## config.mk

```make
export PLATFORM = sky130hd
export DESIGN_NAME = fhsfc_core
export DESIGN_NICKNAME = d
export VERILOG_FILES = /design/src/rtl/core/fhsfc_pkg.sv /design/src/rtl/core/fhsfc_core.sv
export SDC_FILE = /design/constraint.sdc
export NUM_CORES = 1
export LEC_CHECK = 0
export BUFFER_PORTS_ARGS = -buffer_cell sky130_fd_sc_hd__clkbuf_2
export CORE_UTILIZATION = 40
export DETAILED_ROUTE_END_ITERATION = 8
export SLEW_MARGIN = 20
export SYNTH_ARGS = -nofsm -noshare
export SYNTH_HDL_FRONTEND = slang
export SYNTH_SLANG_ARGS = --single-unit
```

## constraint.sdc

```tcl
create_clock -name clk_i -period 3.75 [get_ports clk_i]
set_input_delay 0.375 -clock clk_i [delete_from_list [all_inputs] [get_ports clk_i]]
set_output_delay 0.375 -clock clk_i [all_outputs]
set_load 0.1 [all_outputs]
```

## src/rtl/core/fhsfc_pkg.sv

```systemverilog
// shared types and constants of the frame header, sum and footer checker
package fhsfc_pkg;

  localparam int unsigned ByteW   = 8;
  localparam int unsigned PosW    = 16;
  localparam int unsigned CfgIdxW = 2;

  // configuration register indexes
  typedef enum logic [CfgIdxW-1:0] {
    CFG_HEADER_FIRST  = 2'd0,
    CFG_HEADER_SECOND = 2'd1,
    CFG_FOOTER_FIRST  = 2'd2,
    CFG_FOOTER_SECOND = 2'd3
  } cfg_idx_e;

  // frame status codes
  localparam logic STATUS_PASS = 1'b0;
  localparam logic STATUS_FAIL = 1'b1;

  typedef struct packed {
    logic [ByteW-1:0] frame_byte;
    logic             end_of_frame;
  } item_t;

  typedef struct packed {
    logic [ByteW-1:0] header_first;
    logic [ByteW-1:0] header_second;
    logic [ByteW-1:0] footer_first;
    logic [ByteW-1:0] footer_second;
  } cfg_t;

endpackage

```

## src/rtl/core/fhsfc_core.sv

```systemverilog
// per-frame state and the pass or fail decision on the final byte
module fhsfc_core
  import fhsfc_pkg::*;
#(
  parameter int unsigned MAX_FRAME_BYTES = 65535
) (
  input  logic  clk_i,
  input  logic  rst_ni,
  input  logic  step_i,
  input  item_t item_i,
  input  cfg_t  cfg_i,
  output logic  status_o
);

  localparam logic [PosW-1:0] MaxPos = PosW'(MAX_FRAME_BYTES);

  logic [PosW-1:0]  pos_q, pos_d;
  logic [PosW-1:0]  len_q, len_d;
  logic [ByteW-1:0] sum_q, sum_d;
  logic [ByteW-1:0] rb0_q, rb1_q;
  logic             hdr_q, hdr_d;
  logic             ovf_q, ovf_d;

  logic [ByteW-1:0] b;
  logic             len_ge2;
  logic [PosW:0]    len_p2;
  logic             pos_ge4;
  logic             in_range;
  logic             fail;

  assign b       = item_i.frame_byte;
  assign len_ge2 = |len_q[PosW-1:1];
  assign len_p2  = {1'b0, len_q} + (PosW+1)'(2);
  assign pos_ge4 = |pos_q[PosW-1:2];
  assign in_range = pos_ge4 && len_ge2 && ({1'b0, pos_q} <= len_p2);

  always_comb begin
    ovf_d = ovf_q || (pos_q >= MaxPos);
    hdr_d = hdr_q;
    len_d = len_q;
    sum_d = sum_q;
    if (pos_q == PosW'(1)) begin
      hdr_d = (rb0_q == cfg_i.header_first) && (b == cfg_i.header_second);
    end else if (pos_q == PosW'(2)) begin
      len_d = {len_q[PosW-1:ByteW], b};
    end else if (pos_q == PosW'(3)) begin
      len_d = {b, len_q[ByteW-1:0]};
    end else if (in_range) begin
      sum_d = sum_q + b;
    end
  end

  // any failing check marks the frame invalid
  assign fail = ovf_d || !pos_ge4 || !hdr_d
             || (rb0_q != cfg_i.footer_first) || (b != cfg_i.footer_second)
             || (len_ge2 && (len_p2 > {1'b0, pos_q}))
             || (rb1_q != sum_d);

  assign status_o = fail ? STATUS_FAIL : STATUS_PASS;

  always_ff @(posedge clk_i or negedge rst_ni) begin
    if (!rst_ni) begin
      pos_q <= '0;
      len_q <= '0;
      sum_q <= '0;
      rb0_q <= '0;
      rb1_q <= '0;
      hdr_q <= 1'b0;
      ovf_q <= 1'b0;
    end else if (step_i) begin
      if (item_i.end_of_frame) begin
        pos_q <= '0;
        len_q <= '0;
        sum_q <= '0;
        rb0_q <= '0;
        rb1_q <= '0;
        hdr_q <= 1'b0;
        ovf_q <= 1'b0;
      end else begin
        pos_q <= (&pos_q) ? pos_q : pos_q + PosW'(1);
        len_q <= len_d;
        sum_q <= sum_d;
        rb0_q <= b;
        rb1_q <= rb0_q;
        hdr_q <= hdr_d;
        ovf_q <= ovf_d;
      end
    end
  end

endmodule

```

Yosys cells after proc, flatten, opt, wreduce, memory -nomap -nowiden. Cells that the tools add are included.

Add/subtract/negate cells: 3. Order comparisons: 3. Equality and inequality tests: 11. Mux-type cells: 17. Reductions and logical operators: 21.

Operators with widths (number): 16-bit two-way mux (6); 8-bit two-way mux (7); 16-bit by 2-bit == test with 1-bit output (second input constant) (2); 8-bit inequality test (3); 16-bit by 2-bit adder with 17-bit output (second input constant) (1); 17-bit by 16-bit > comparator with 1-bit output (1); 16-bit by 17-bit <= comparator with 1-bit output (1); 16-bit by 1-bit adder with 16-bit output (second input constant) (1); 16-bit by 1-bit == test with 1-bit output (second input constant) (1); 8-bit == test (2); 16-bit greater-or-equal comparator (second input constant) (1); 16-bit AND reduction (1); 15-bit OR reduction (1); 14-bit OR reduction (1); 8-bit adder (1); 1-bit logical OR (7); 2-bit inequality test (second input constant) (3); 1-bit logical AND (4); 1-bit two-way mux (4); 4-bit AND reduction (1); 2-bit nonzero test (2); 3-bit AND reduction (1); 1-bit zero test (2); 2-bit AND reduction (1).

Register bits: 58. Input port bits: 44. Output and inout port bits: 1. Logic and storage cells: 63.

Depth between registers and ports, before layout.
Depth in word-level cells: 10. Mapped depth: 17. Gate-level depth less buffers: 14.

Least setup slack after synthesis. Ideal clock, no wire load.

Path type: reg2out. Start point: reg len_q[5]. End point: out status_o. Arrival time: 3.759 ns. Data required time: 3.375 ns. Path slack: -0.384 ns. Stages on the path, launching flop included: 17. Path buffers: 3. Cell sequence: dfrtp_1 and3_1 and2_1 and4_1 buf_4 xor2_1 ha_1 nand4_1 nor3_1 a311o_1 o21ai_0 a31o_1 buf_6 buf_6 nand3_1 o2bb2a_4 nand4b_1.

Cells in the longest elaborated chain, start to end: 10.

Ends and longest elaborated chain: start, declared (RTL line fhsfc_core.sv:18) `logic [PosW-1:0] len_q, len_d;`; start signal, assigned (RTL line fhsfc_core.sv:81) `len_q <= len_d;`; 16-bit by 2-bit adder with 17-bit output / 15-bit OR reduction (equally long branches) (RTL line fhsfc_core.sv:33, fhsfc_core.sv:32); 16-bit by 17-bit <= comparator with 1-bit output / 1-bit logical AND (equally long branches) (RTL line fhsfc_core.sv:35) `assign in_range = pos_ge4 && len_ge2 && ({1'b0, pos_q} <= len_p2);`; 1-bit logical AND (RTL line fhsfc_core.sv:35); 8-bit two-way mux (RTL line fhsfc_core.sv:48) `end else if (in_range) begin`; 8-bit two-way mux (RTL line fhsfc_core.sv:46) `end else if (pos_q == PosW'(3)) begin`; 8-bit two-way mux (RTL line fhsfc_core.sv:44) `end else if (pos_q == PosW'(2)) begin`; 8-bit two-way mux (RTL line fhsfc_core.sv:42) `if (pos_q == PosW'(1)) begin`; 8-bit inequality test (RTL line fhsfc_core.sv:57) `|| (rb1_q != sum_d);`; 1-bit logical OR (*) (RTL line fhsfc_core.sv:57); 1-bit two-way mux (*) (RTL line fhsfc_core.sv:59) `assign status_o = fail ? STATUS_FAIL : STATUS_PASS;`; end, declared (RTL line fhsfc_core.sv:12) `output logic status_o`.

Every way passes the cells marked *; elsewhere a longest branch is shown, timed or not.

Final worst setup path.
Start point: reg len_q[3]. End point: out status_o.

Same word-level chain as after synthesis.

==> results.py <==
metrics = {
    "yosys": {
        "synth_area_leaders": "dfrtp_1 (34%), ha_1 (8.3%), xor2_1 (7.5%), xnor2_1 (6.9%), o21ai_0 (3.1%)",
        "synth-edff-count": 0,
        "yosysTopAreaCell": "dfrtp_1",
        "synth_top_area_share_pct": 34.5,
        "ys_dominant_reg_cell": "dfrtp_1",
        "synthXorXnorAreaFrac_pct": 14.4,
        "synth-seq-cells": 58,
        "synth.cell_area_sq_um": 4210,
        "ys_types": 58,
        "synthCells": 459,
        "synthSimpleGateAreaFrac_pct": 20.0,
        "synth_adder_area_share_pct": 8.80,
        "synthArstFlopShare_pct": 100,
        "syn_area_per_cell_sq_um": 9.17,
        "synth_compound_area_share_pct": 16.4,
        "ys_seq_area_share_pct": 34.5,
        "yosys_warnings": 0,
        "synth_nets": 532,
        "synthMuxAreaShare_pct": 0.951,
        "synth_top_family_by_area": "simple AND/OR/NAND/NOR gates",
    },
    "setup_path": {
        "setup.worst_path.class": "reg2out",
        "critical_path_required_ns": 3.38,
        "cp_cell_sequence": "and3_4 -> and2_4 -> and4_4 -> buf_6 -> nand3_4 -> xnor2_2 -> ha_1 -> nand3_1 -> nand2_1 -> a21oi_2 -> o21a_1 -> a31o_4 -> buf_12 -> mux2i_1 -> a211oi_1 -> nand4b_1 -> buf_12",
        "slowest_delay_ns": 0.35,
        "worstRegToRegCells": 17,
        "critPathArrivalTime_ns": 3.54,
        "worstReg2RegEnd": "sum_q[4]$_DFFE_PN0P_",
        "crit_buf_inv": 3,
        "reg2reg_slack_ns": 0.68,
        "crit_cells": 17,
        "cp-startpoint": "len_q[3]$_DFFE_PN0P_",
        "crit_path_top_delay_cell": "dfrtp_1",
        "cp-end-kind": "output port",
        "rr_startpoint": "len_q[3]$_DFFE_PN0P_",
        "critPathMaxFanout": 6,
        "crit_path_frequent_cell": "buf_12",
        "critPathTopFamily": "simple AND/OR/NAND/NOR gates",
        "start_kind": "flip-flop",
    },
    "die": {
        "die-area_sq_um": 10900,
        "die_y_um": 105,
        "start_util_pct": 41.0,
        "fp.dieW_um": 105,
        "core_area_sq_um": 10300,
        "ios": 45,
        "fp-row-count": 37,
    },
    "sta": {
        "tightest_slew_ns": 0.940,
        "finalCritPeriodShare_pct": 104,
        "rsz0062_at_grt": "true",
        "clock_skew_ns": 0.00874,
        "min_period_ns": 3.91,
        "whs_ns": 0.0606,
        "max-slew-margin-rel_pct": 37.3,
        "finalMaxSlewViolations": 0,
        "setup_violations": 1,
        "fmax_ghz": 0.256,
        "final_hold_viol_count": 0,
        "fin_ws_ns": -0.164,
    },
    "grt": {
        "grt_use_met1_pct": 26.6,
        "grtUsageMet2_pct": 35.2,
        "antenna_found_initial": 0,
        "met3_usage_pct": 3.87,
        "grt-ovfl-total": 0,
        "grt_use_total_pct": 21.1,
        "grt_pass1_vias": 3669,
        "grt_pass1_wl_um": 18100,
        "grt_max_degree": 35,
        "grt.busiest_layer": "met2",
    },
    "placed_design": {
        "dpl_worst_slack_ns": 0.183,
        "gp_congestion": 0.823,
        "post-dp-hpwl_um": 8050,
        "numPortBuffers": 44,
    },
    "clock_tree": {
        "clk_latency_ns": 0.35,
        "cts_max_level": 3,
        "clkTransAtPathRegs_ns": 0.07,
        "cts_root_buf": "clkbuf_8",
        "cts.sinks": 58,
        "cts_max_path_buffers": 2,
        "cts_tree": "yes",
        "numCtsBuffers": 9,
    },
    "routing": {
        "wirelength_um": 10900,
        "firstDrtPassIters": 4,
        "wl_per_cell_um": 16.5,
        "drc": 0,
        "antenna_left": 0,
        "vias": 3596,
        "drt_iter0_markers": 147,
        "via_per_inst": 5.48,
    },
    "finish": {
        "layout_commonest_cell": "dfrtp_1",
        "drive_above_1_share_pct": 20.0,
        "nets": 588,
        "final_cell_mix": "dfrtp_1 (57), clkbuf_2 (43), xor2_1 (35)",
        "final_util_pct": 48.3,
        "syn_to_final_growth_pct": 17.9,
        "antenna_cells": 0,
    },
    "status": {
        "outcome": "complete, but fails checks",
        "violations": "negative setup slack",
    },
    "worst_hold_path": {
        "hold_path_class": "in2async",
    },
    "pwr": {
        "p_leak_nw": 2.25,
        "p_per_area_nw_per_um2": 439,
        "peakVddDrop_uv": 244,
    },
    "run": {
        "max-cap-violations": 0,
    },
}
[synth_stat cells, types with 3 or more instances]
| master | count |
|---|---|
| a211oi_1 | 3 |
| a21o_1 | 3 |
| a21oi_1 | 16 |
| a22o_1 | 9 |
| a22oi_1 | 7 |
| and2_1 | 3 |
| and3_1 | 3 |
| and4_1 | 3 |
| clkbuf_1 | 11 |
| dfrtp_1 | 58 |
| ha_1 | 28 |
| inv_1 | 33 |
| mux2i_1 | 4 |
| nand2_1 | 32 |
| nand2b_1 | 5 |
| nand3_1 | 19 |
| nand3b_1 | 8 |
| nand4_1 | 10 |
| nor2_1 | 23 |
| nor3_1 | 13 |
| nor4_1 | 14 |
| o21ai_0 | 26 |
| o2bb2ai_1 | 6 |
| o31ai_1 | 8 |
| or3_1 | 6 |
| xnor2_1 | 33 |
| xor2_1 | 36 |
[how the worst max path moves through the flow]
stage	endpoint	slack [ns]
floorplan	status_o	-0.33
global placement	status_o	0.16
detailed placement	status_o	0.18
CTS	status_o	-0.19
global route	status_o	-0.33
finish	status_o	-0.16
[power breakdown]
part / internal, mW / switching, mW / leakage [nW] / total (mW)
logic: 0.393 / 0.418 / 1.38 / 0.810
registers: 0.696 / 0.0992 / 0.783 / 0.795
clock network: 0.305 / 0.272 / 0.0893 / 0.576
[layout make-up]
cell class                      count  area [sq um]
Inverter                           35           131
Tap cell                          136           170
Sequential cell                    58          1450
Clock inverter                      5          55.1
Multi-Input combinational cell    350          2630
Fill cell                        1016          5310
Timing Repair Buffer               61           399
Clock buffer                       11           131
[timing repair]
item | in CTS | in global routing
endpoints found under the setup margin | 1 | 1
cloned | 1 | 0
gates resized for setup | 6 | 13
setup buffers | 3 | 2
pin swaps | 7 | 16
hold buffers | 0 | 0
[metal layers]
metal / wire length (um) / share of wire [%] / vias to the layer above
li1: - / - / 1766
met1: 4790 / 44 / 1727
met2: 5270 / 49 / 75
met3: 457 / 4.2 / 28
met4: 335 / 3.1 / 0
met5: 0 / 0 / -
[through the flow]
stage          std cells  TNS (ns)  total power [mW]  instance area [sq um]
2_1_floorplan        459    -0.335              1.37                   4220
3_3_place_gp         634         0              1.56                   4640
3_5_place_dp         634         0              1.58                   4640
4_1_cts              654    -0.186              2.19                   4900
5_1_grt              656    -0.328              2.32                   4970
6_report             656    -0.164              2.18                   4970
[kinds of logic after synthesis]
kind of cell / after synthesis
buf+inv: 51
mux: 4
compound gates: 98
flops: 58
simple gates: 150
xor+xnor: 69
fa+ha+maj: 29
[sequential cells by signal, summed over array words and instances (netlist names)]
name   count
len_q     16
pos_q     16
rb0_q      8
rb1_q      8
sum_q      8
hdr_q      1
ovf_q      1
Note: power is estimated with default switching activity, not from simulation.
